==> config.mk <==
export PLATFORM = sky130hd
export DESIGN_NAME = base64_stream_decoder_core
export DESIGN_NICKNAME = d
export VERILOG_FILES = /design/src/rtl/core/b64d_pkg.sv /design/src/rtl/core/b64d_queue.sv /design/src/rtl/core/b64d_front.sv /design/src/rtl/core/b64d_back.sv /design/src/rtl/core/base64_stream_decoder_core.sv
export SDC_FILE = /design/constraint.sdc
export NUM_CORES = 1
export LEC_CHECK = 0
export ABC_AREA = 1
export BUFFER_PORTS_ARGS = -buffer_cell sky130_fd_sc_hd__buf_2
export CORE_UTILIZATION = 43
export CTS_CLUSTER_SIZE = 14
export DETAILED_ROUTE_END_ITERATION = 12
export PLACE_DENSITY = 0.71
export SYNTH_ARGS = -nofsm -noshare
export SYNTH_HDL_FRONTEND = slang
export SYNTH_SLANG_ARGS = --single-unit
==> constraint.sdc <==
create_clock -name i_clk -period 2.6 [get_ports i_clk]
set_input_delay 0 -clock i_clk [delete_from_list [all_inputs] [get_ports i_clk]]
set_output_delay 0 -clock i_clk [all_outputs]
set_load 0.02 [all_outputs]
==> src/rtl/core/b64d_pkg.sv <==
package b64d_pkg;

    localparam int unsigned QUEUE_DEPTH = 2;

    localparam logic [7:0] PAD_CHAR = 8'h3D;

    typedef struct packed {
        logic [7:0] in_char;
        logic       in_last;
    } t_b64d_in;

    typedef struct packed {
        logic [7:0] out_byte;
        logic       byte_valid;
        logic       out_end;
    } t_b64d_out;

    // classified character as it sits between front and back
    typedef struct packed {
        logic [5:0] sextet;
        logic       is_pad;
        logic       last;
    } t_b64d_sym;

    // standard alphabet; '=', NUL and anything else map to zero
    function automatic logic [5:0] sextet_of(input logic [7:0] c);
        logic [5:0] v;
        v = 6'd0;
        if (c >= 8'h41 && c <= 8'h5A) begin
            v = 6'(c - 8'h41);
        end else if (c >= 8'h61 && c <= 8'h7A) begin
            v = 6'(c - 8'h61 + 8'd26);
        end else if (c >= 8'h30 && c <= 8'h39) begin
            v = 6'(c - 8'h30 + 8'd52);
        end else if (c == 8'h2B) begin
            v = 6'd62;
        end else if (c == 8'h2F) begin
            v = 6'd63;
        end
        return v;
    endfunction

endpackage

==> src/rtl/core/b64d_queue.sv <==
module b64d_queue #(
    parameter int unsigned WIDTH = 8,
    parameter int unsigned DEPTH = 2
) (
    input  logic             i_clk,
    input  logic             i_rst_n,
    input  logic             i_wr,
    input  logic [WIDTH-1:0] i_wr_data,
    output logic             o_full,
    input  logic             i_rd,
    output logic [WIDTH-1:0] o_rd_data,
    output logic             o_empty
);

    localparam int unsigned PW = (DEPTH > 1) ? $clog2(DEPTH) : 1;
    localparam int unsigned CW = $clog2(DEPTH + 1);
    localparam logic [PW-1:0] LAST_PTR = PW'(DEPTH - 1);
    localparam logic [CW-1:0] FULL_CNT = CW'(DEPTH);

    logic [WIDTH-1:0] r_mem [DEPTH];
    logic [PW-1:0]    r_wr_ptr, n_wr_ptr;
    logic [PW-1:0]    r_rd_ptr, n_rd_ptr;
    logic [CW-1:0]    r_count,  n_count;
    logic             wr_en, rd_en;

    assign o_full    = (r_count == FULL_CNT);
    assign o_empty   = (r_count == '0);
    assign wr_en     = i_wr && !o_full;
    assign rd_en     = i_rd && !o_empty;
    assign o_rd_data = r_mem[r_rd_ptr];

    always_comb begin
        n_wr_ptr = r_wr_ptr;
        n_rd_ptr = r_rd_ptr;
        n_count  = r_count;
        if (wr_en) begin
            n_wr_ptr = (r_wr_ptr == LAST_PTR) ? '0 : r_wr_ptr + 1'b1;
        end
        if (rd_en) begin
            n_rd_ptr = (r_rd_ptr == LAST_PTR) ? '0 : r_rd_ptr + 1'b1;
        end
        if (wr_en && !rd_en) begin
            n_count = r_count + 1'b1;
        end else if (rd_en && !wr_en) begin
            n_count = r_count - 1'b1;
        end
    end

    always_ff @(posedge i_clk) begin
        if (!i_rst_n) begin
            r_wr_ptr <= '0;
            r_rd_ptr <= '0;
            r_count  <= '0;
        end else begin
            r_wr_ptr <= n_wr_ptr;
            r_rd_ptr <= n_rd_ptr;
            r_count  <= n_count;
        end
    end

    always_ff @(posedge i_clk) begin
        if (wr_en) begin
            r_mem[r_wr_ptr] <= i_wr_data;
        end
    end

endmodule

==> src/rtl/core/b64d_front.sv <==
module b64d_front (
    input  b64d_pkg::t_b64d_in  i_item,
    output b64d_pkg::t_b64d_sym o_sym
);
    import b64d_pkg::*;

    always_comb begin
        o_sym.sextet = sextet_of(i_item.in_char);
        o_sym.is_pad = (i_item.in_char == PAD_CHAR);
        o_sym.last   = i_item.in_last;
    end

endmodule

==> src/rtl/core/b64d_back.sv <==
module b64d_back (
    input  logic                i_clk,
    input  logic                i_rst_n,
    input  logic                i_sym_empty,
    input  b64d_pkg::t_b64d_sym i_sym,
    output logic                o_sym_rd,
    input  logic                i_res_full,
    output logic                o_res_wr,
    output b64d_pkg::t_b64d_out o_res
);
    import b64d_pkg::*;

    logic [1:0] r_pos,  n_pos;
    logic [5:0] r_prev, n_prev;
    logic [7:0] byte_raw;
    logic       byte_ok;
    logic       take;

    assign take     = !i_sym_empty && !i_res_full;
    assign o_sym_rd = take;
    assign o_res_wr = take && (byte_ok || i_sym.last);

    always_comb begin
        unique case (r_pos)
            2'd0: begin
                // final char on a group boundary stands for implicit padding
                byte_raw = {i_sym.sextet, 2'b00};
                byte_ok  = i_sym.last;
            end
            2'd1: begin
                byte_raw = {r_prev, i_sym.sextet[5:4]};
                byte_ok  = 1'b1;
            end
            2'd2: begin
                byte_raw = {r_prev[3:0], i_sym.sextet[5:2]};
                byte_ok  = !i_sym.is_pad;
            end
            default: begin
                byte_raw = {r_prev[1:0], i_sym.sextet};
                byte_ok  = !i_sym.is_pad;
            end
        endcase

        o_res.out_byte   = byte_ok ? byte_raw : 8'd0;
        o_res.byte_valid = byte_ok;
        o_res.out_end    = i_sym.last;

        n_pos  = r_pos;
        n_prev = r_prev;
        if (take) begin
            if (i_sym.last) begin
                n_pos  = 2'd0;
                n_prev = 6'd0;
            end else begin
                n_pos  = r_pos + 2'd1;
                n_prev = i_sym.sextet;
            end
        end
    end

    always_ff @(posedge i_clk) begin
        if (!i_rst_n) begin
            r_pos  <= 2'd0;
            r_prev <= 6'd0;
        end else begin
            r_pos  <= n_pos;
            r_prev <= n_prev;
        end
    end

endmodule

==> src/rtl/core/base64_stream_decoder_core.sv <==
// Flow: a request accepted into the symbol queue is taken by the back end once
// the result queue has room; its result then sits on the output ports.
// Throughput: one character per cycle; the back end retires a symbol every cycle
// it is not stalled, and each side stalls on its own through the two queues.
// Reset: synchronous, active low; empties both queues and clears the group
// position and previous sextet.
module base64_stream_decoder_core #(
    parameter int unsigned QUEUE_DEPTH = b64d_pkg::QUEUE_DEPTH
) (
    input  logic                i_clk,
    input  logic                i_rst_n,
    input  logic                push,
    output logic                full,
    input  b64d_pkg::t_b64d_in  i_in_item,
    output logic                empty,
    input  logic                pop,
    output b64d_pkg::t_b64d_out o_out_item
);
    import b64d_pkg::*;

    t_b64d_sym front_sym;
    t_b64d_sym back_sym;
    t_b64d_out back_res;
    logic      sym_empty;
    logic      sym_rd;
    logic      res_full;
    logic      res_wr;

    b64d_front u_front (
        .i_item (i_in_item),
        .o_sym  (front_sym)
    );

    b64d_queue #(
        .WIDTH ($bits(t_b64d_sym)),
        .DEPTH (QUEUE_DEPTH)
    ) u_sym_queue (
        .i_clk     (i_clk),
        .i_rst_n   (i_rst_n),
        .i_wr      (push),
        .i_wr_data (front_sym),
        .o_full    (full),
        .i_rd      (sym_rd),
        .o_rd_data (back_sym),
        .o_empty   (sym_empty)
    );

    b64d_back u_back (
        .i_clk       (i_clk),
        .i_rst_n     (i_rst_n),
        .i_sym_empty (sym_empty),
        .i_sym       (back_sym),
        .o_sym_rd    (sym_rd),
        .i_res_full  (res_full),
        .o_res_wr    (res_wr),
        .o_res       (back_res)
    );

    b64d_queue #(
        .WIDTH ($bits(t_b64d_out)),
        .DEPTH (QUEUE_DEPTH)
    ) u_res_queue (
        .i_clk     (i_clk),
        .i_rst_n   (i_rst_n),
        .i_wr      (res_wr),
        .i_wr_data (back_res),
        .o_full    (res_full),
        .i_rd      (pop),
        .o_rd_data (o_out_item),
        .o_empty   (empty)
    );

endmodule

==> out/metrics.cfg, run 1 <==
[run_status]
status = completed

[global_routing]
grt_first_pass_wirelength_mm = 9.32
grt-ovfl-total = 0
grt.total_usage = 0.158
antenna_found_initial = 0
grt_max_degree = 16
grt_pass1_vias = 2166

[route]
viasPerCell = 5.06
drtPass1Iterations = 6
route.vias.total = 2377
wire_per_inst_um = 12.0
drc = 0
routed_wl_mm = 5.64
drt-initial-drc-count = 105
ant_nets = 0

[yosys]
muxShareOfSynthArea = 0.0371
synth_ff_type = edfxtp_1
seq_area_frac_synth = 0.475
yosysTopAreaCellShare = 0.356
netlist_instances = 347
yosysMostFrequentCell = nand2_1
synth-edff-count = 36
synth_xor_area_frac = 0.0260
ys_top_cells_by_area = edfxtp_1 36%, dfxtp_1 12%, nand2_1 10%
synth_common_cells = 82 x nand2_1, 36 x edfxtp_1, 36 x nand3_1, 29 x inv_1, 29 x nor2_1
synth_top_family_by_area = simple AND/OR/NAND/NOR gates
ys_types = 34
yosysWarningCount = 0
async_flop_share = 0
synth_adder_area_share = 0.0618
synth_seq_cells = 54
syn_area_per_cell_um2 = 8.75
synth_area_leader_cell = edfxtp_1
netlist_area_um2 = 3040
syn_nets = 375
synth_compound_area_frac = 0.0960
synth-simple-area-share = 0.242

[placed_design]
dp.final_hpwl_mm = 4.20
dpl_cell_area_um2 = 3240
port_buffers = 24
place_inst = 461
globalplace.congestion = 0.910

[critical_path]
crit_family = adder cells
r2r-start = u_back.r_pos[0]$_SDFFE_PN0N_
end_kind = flip-flop
worstPathMaxFanout = 8
cp.arrival_ps = 2310
endpoint = u_res_queue.r_count[1]$_SDFFE_PN0P_
path_depth = 12
reg2reg_slack_ps = 490
start_kind = flip-flop
crit_slowest_cell = dfxtp_1
setup.worst_path.class = reg -> reg
cpPeakStageDelay_ps = 350
crit_start = u_back.r_pos[0]$_SDFFE_PN0N_
path_buf_inv = 3
crit_top_cell = inv_1
rr_endpoint = u_res_queue.r_count[1]$_SDFFE_PN0P_
crit_required_ps = 2800
r2r_cells = 12
crit_chain = inv_1 > ha_1 > inv_1 > nand3_1 > nand3b_1 > nand2_1 > inv_1 > ha_1 > a21oi_1 > o21ai_0 > o21ai_0 > a21oi_1

[timing]
final.setup.tns_ps = 0
fin_skew_ps = 7.03
rsz0062_at_grt = no
worst_pin_slew_ps = 665
fin_crit_ps = 2110
hold_violations = 0
period_share = 0.811
holdWs_ps = 127
max_freq_mhz = 474
slew_headroom = 0.555
setup_violations = 0
maxSlewViolCount = 0

[flow_run]
maxCapViolations = 0

[clock_network]
cts_tree = done
cts_made_buffers = 5
h-tree-depth = 2
clock_sinks = 54
clockBufferDepth = 2
clk_pin_slew_ps = 90
insertion_delay_ps = 300
cts-root-buf = clkbuf_8

[power_and_ir_drop]
p_total_uw = 3310
power.switching_uw = 1270
pwr-share-seq = 0.415
power_frac_comb = 0.417
peakVddDrop_uv = 379
swShare = 0.385
p_clk_frac = 0.169
p_int_uw = 2040
power.density_nw_per_um2 = 980
p_leak_uw = 0.00144

[cells_and_area]
diodes = 0
fill_cells = 628
regArea_um2 = 1440
stdcell_area_um2 = 3380
stdcell_count = 470
fin_nets = 402
area_delta_synth_final_pct = 11.2
drive_gt1_frac = 0.166
multi_input_area_um2 = 1410

[die]
die_width_um = 86.0
row_count = 30
die_area_um2 = 7400
coreArea_um2 = 6790
io_pins = 25
start_util = 0.447
die_h_um = 86.0

[min_path]
hp-class = in -> reg

worst min-delay path, delay by kind of cell:
family	cells	cell delay [ps]
xor gates and xnor gates	1	100
and+or+nand+nor	1	80
buffers and inverters	1	90
AOI/OAI and AO/OA	1	120
cell usage in the layout, fill, tap and decap left out, types with 2 or more instances in the layout:
cell type and n:
nand2_2 4, xor2_1 9, buf_4 2, nand3_2 3
ha_1 15, nand2_1 82, clkbuf_8 6, inv_1 29
nor2_1 29, dlygate4sd3_1 2, buf_2 24, nand3_1 36
nand2_4 2, edfxtp_1 36, inv_2 5, dfxtp_1 18
a21oi_1 27, o21ai_0 16, a22oi_1 2, mux2_2 10
o211a_1 3
per-layer routing:
layer,up-vias,GRT usage,wire length (um)
met4,0,0.0742,113
met5,-,0,0
met1,1092,0.184,2460
li1,1220,-,-
met3,12,0.0221,199
met2,53,0.287,2870
worst min-delay path by stage:
stage	from	to	depth (start not counted)
after floorplan	i_in_item[0]	u_sym_queue.r_mem[0][0]$_DFFE_PP_	0
after global placement	i_in_item[0]	u_sym_queue.r_mem[0][0]$_DFFE_PP_	1
after detailed placement	i_in_item[0]	u_sym_queue.r_mem[0][0]$_DFFE_PP_	1
after CTS	pop	u_res_queue.r_rd_ptr$_SDFFE_PN0P_	4
after global routing	pop	u_res_queue.r_rd_ptr$_SDFFE_PN0P_	4
final	pop	u_res_queue.r_rd_ptr$_SDFFE_PN0P_	4
power groups by stage:
| stage | clock network (uW) | registers [uW] | logic (uW) |
|---|---|---|---|
| floorplan | 0 | 1330 | 1090 |
| global placement | 0 | 1380 | 1350 |
| detailed placement | 0 | 1390 | 1370 |
| CTS | 569 | 1370 | 1380 |
| global route | 597 | 1400 | 1530 |
| finish | 558 | 1370 | 1380 |
layout make-up:
class	count	share of cell area
multi-input combinational	249	0.417
sequential	54	0.427
clock buffer	6	0.0245
clock inverter	1	0.00890
tap	96	0.0356
timing repair buffer	28	0.0460
inverter	36	0.0415
state kept, by name (all words and copies together) (netlist names), named ones only:
register,flops
u_res_queue.r_mem,20
u_sym_queue.r_mem,16
u_back.r_prev,6
u_back.r_pos,2
u_res_queue.r_count,2
u_sym_queue.r_count,2
u_res_queue.r_rd_ptr,1
u_res_queue.r_wr_ptr,1
u_sym_queue.r_rd_ptr,1
u_sym_queue.r_wr_ptr,1
stage by stage:
stage / worst slack, ps / utilization
floorplan: 657 / -
CTS: 493 / 0.497
global route: 261 / 0.497
detailed placement: 515 / 0.477
finish: 491 / 0.497
global placement: 632 / 0.477
logic make-up after synthesis:
kind of cell / Yosys count
compound gates: 52
mux: 10
simple gates: 163
flops: 54
xor+xnor: 9
buf+inv: 44
fa+ha+maj: 15
timing repair:
action | CTS | global route
resized for setup | 0 | 0
hold endpoints to repair | 3 | 0
setup endpoints to repair | 0 | 0
hold buffers | 2 | 0
buffers inserted | 0 | 0
No activity file was read; power rests on OpenSTA's default activity.
==> run 2, diff against run 1 <==
Settings changed: PLACE_DENSITY 0.71 to 0.73.
Clock period 2.6 ns to 1.8 ns, I/O delays scaled along.
==> run 2 against run 1 <==
Clock-buffer cell count rose by 1. Core utilization rose by 1.5 points. Register-to-register slack got worse by 330 ps. Sequential share of layout area fell by 1.1 points. Critical endpoint unchanged. Largest power group unchanged. Highest routed layer unchanged.
==> out/metrics.cfg, run 2 (synthesized netlist as in run 1, its figures left out) <==
[critical_path]
start_kind = flip-flop
r2r-start = u_back.r_pos[0]$_SDFFE_PN0N_
setup.worst_path.class = reg -> reg
cp.arrival_ps = 1840
rr_endpoint = u_res_queue.r_count[1]$_SDFFE_PN0P_
end_kind = flip-flop
crit_required_ps = 2000
r2r_cells = 12
worstPathMaxFanout = 4
reg2reg_slack_ps = 160

[clock_network]
clockBufferDepth = 2
cts_tree = done
cts-root-buf = clkbuf_8
insertion_delay_ps = 300
h-tree-depth = 2
clock_sinks = 54
cts_made_buffers = 5
clk_pin_slew_ps = 90

[timing]
period_share = 0.911
worst_pin_slew_ps = 707
maxSlewViolCount = 0
rsz0062_at_grt = no
setup_violations = 0
fin_skew_ps = 10.5
max_freq_mhz = 610
fin_crit_ps = 1640
fin_ws_ps = 160
final.setup.tns_ps = 0
hold_violations = 0
slew_headroom = 0.527

[placed_design]
dp.final_hpwl_mm = 4.14
globalplace.congestion = 0.855
port_buffers = 24
dp_slack_ps = 22.7

[run_status]
status = completed

[route]
drc = 0
drtPass1Iterations = 4
drt-initial-drc-count = 84
viasPerCell = 4.92
route.vias.total = 2356
routed_wl_mm = 5.52
wire_per_inst_um = 11.5
ant_nets = 0

[min_path]
min_to = u_sym_queue.r_wr_ptr$_SDFFE_PN0P_
min_path_cells = 5
hold_start = push
hp-class = in -> reg

[die]
start_util = 0.447
coreArea_um2 = 6790
die_width_um = 86.0
die_h_um = 86.0
die_area_um2 = 7400
io_pins = 25
row_count = 30

[flow_run]
maxCapViolations = 0

[cells_and_area]
diodes = 0
final_cell_mix = 81 x nand2_1, 36 x edfxtp_1, 35 x nand3_1, 28 x nor2_1
area_delta_synth_final_pct = 14.6
top_register = u_res_queue.r_mem
largest_reg_flops = 20
drive_gt1_frac = 0.211
final_common_cell = nand2_1
reg.largest.list = u_res_queue.r_mem x20, u_sym_queue.r_mem x16, u_back.r_prev x6
fin_nets = 410

[global_routing]
grt_first_pass_wirelength_mm = 9.11
grt-ovfl-total = 0
use_met3 = 0.0173
grt_pass1_vias = 2066
met2_usage = 0.289
grt.total_usage = 0.153
grt_max_degree = 16
use_met1 = 0.178
antenna_found_initial = 0
grt.busiest_layer = met2

[power_and_ir_drop]
peakVddDrop_uv = 583
power.density_nw_per_um2 = 1440
p_leak_uw = 0.00147

## run 2: per-layer routing
layer,wire length [um],part of all wire,up-vias
met2,2860,0.52,46
met5,0,0,-
met4,57,0.010,0
met3,169,0.031,5
met1,2440,0.44,1075
li1,-,-,1230
## run 2: worst max-delay path, cell delays in order, from the launching register on
cell and delay, ps:
dfxtp_4 380, inv_2 50, ha_2 170, inv_1 60
nand3_2 70, nand3b_1 130, nand2_2 70, inv_2 70
ha_4 200, a21oi_2 100, o21ai_1 90, o21ai_1 120
a21oi_1 50
## run 2: layout make-up
class	count	area, um2
inverters	36	144
fillers	635	3310
well taps	96	120
repair buffers	36	228
clock buffers	7	76.3
multi-input cells	249	1440
flip-flops and latches	54	1450
clock inverters	1	30.0
## run 2: through the flow
stage               utilization  power, uW  instance area, um2  hold slack, ps  std cells
finish                    0.512       5010                3480             115        479
global route              0.512       5340                3480             217        479
CTS                       0.506       4920                3440             114        477
detailed placement        0.487       4140                3310             209        467
global placement          0.487       4070                3310             204        467
floorplan                     -       3540                3050            98.9        347
## run 2: power breakdown
part	leakage (uW)	switching (uW)	internal [uW]	total, uW
logic	0.000928	1370	895	2260
clock network	0.0000524	356	416	772
registers	0.000488	184	1790	1980
## run 2: repair_timing
action                                 in CTS  in global routing
endpoints found under the hold margin       3                  0
gates resized for setup                     0                  9
setup endpoints to repair                   0                 12
hold buffers                                2                  0
buffers inserted                            0                  2
## run 2: worst max-delay path by stage
stage | from | endpoint | slack (ps) | cells past startpoint
global placement | flip-flop | u_res_queue.r_count[1]$_SDFFE_PN0P_ | 60 | 11
finish | u_back.r_pos[0]$_SDFFE_PN0N_ | u_res_queue.r_count[1]$_SDFFE_PN0P_ | 160 | 12
floorplan | u_back.r_pos[0]$_SDFFE_PN0N_ | u_res_queue.r_count[1]$_SDFFE_PN0P_ | 2 | 13
detailed placement | flip-flop | u_res_queue.r_count[1]$_SDFFE_PN0P_ | 20 | 11
CTS | flip-flop | u_res_queue.r_count[1]$_SDFFE_PN0P_ | 10 | 11
global route | u_back.r_pos[0]$_SDFFE_PN0N_ | u_res_queue.r_count[1]$_SDFFE_PN0P_ | 20 | 12
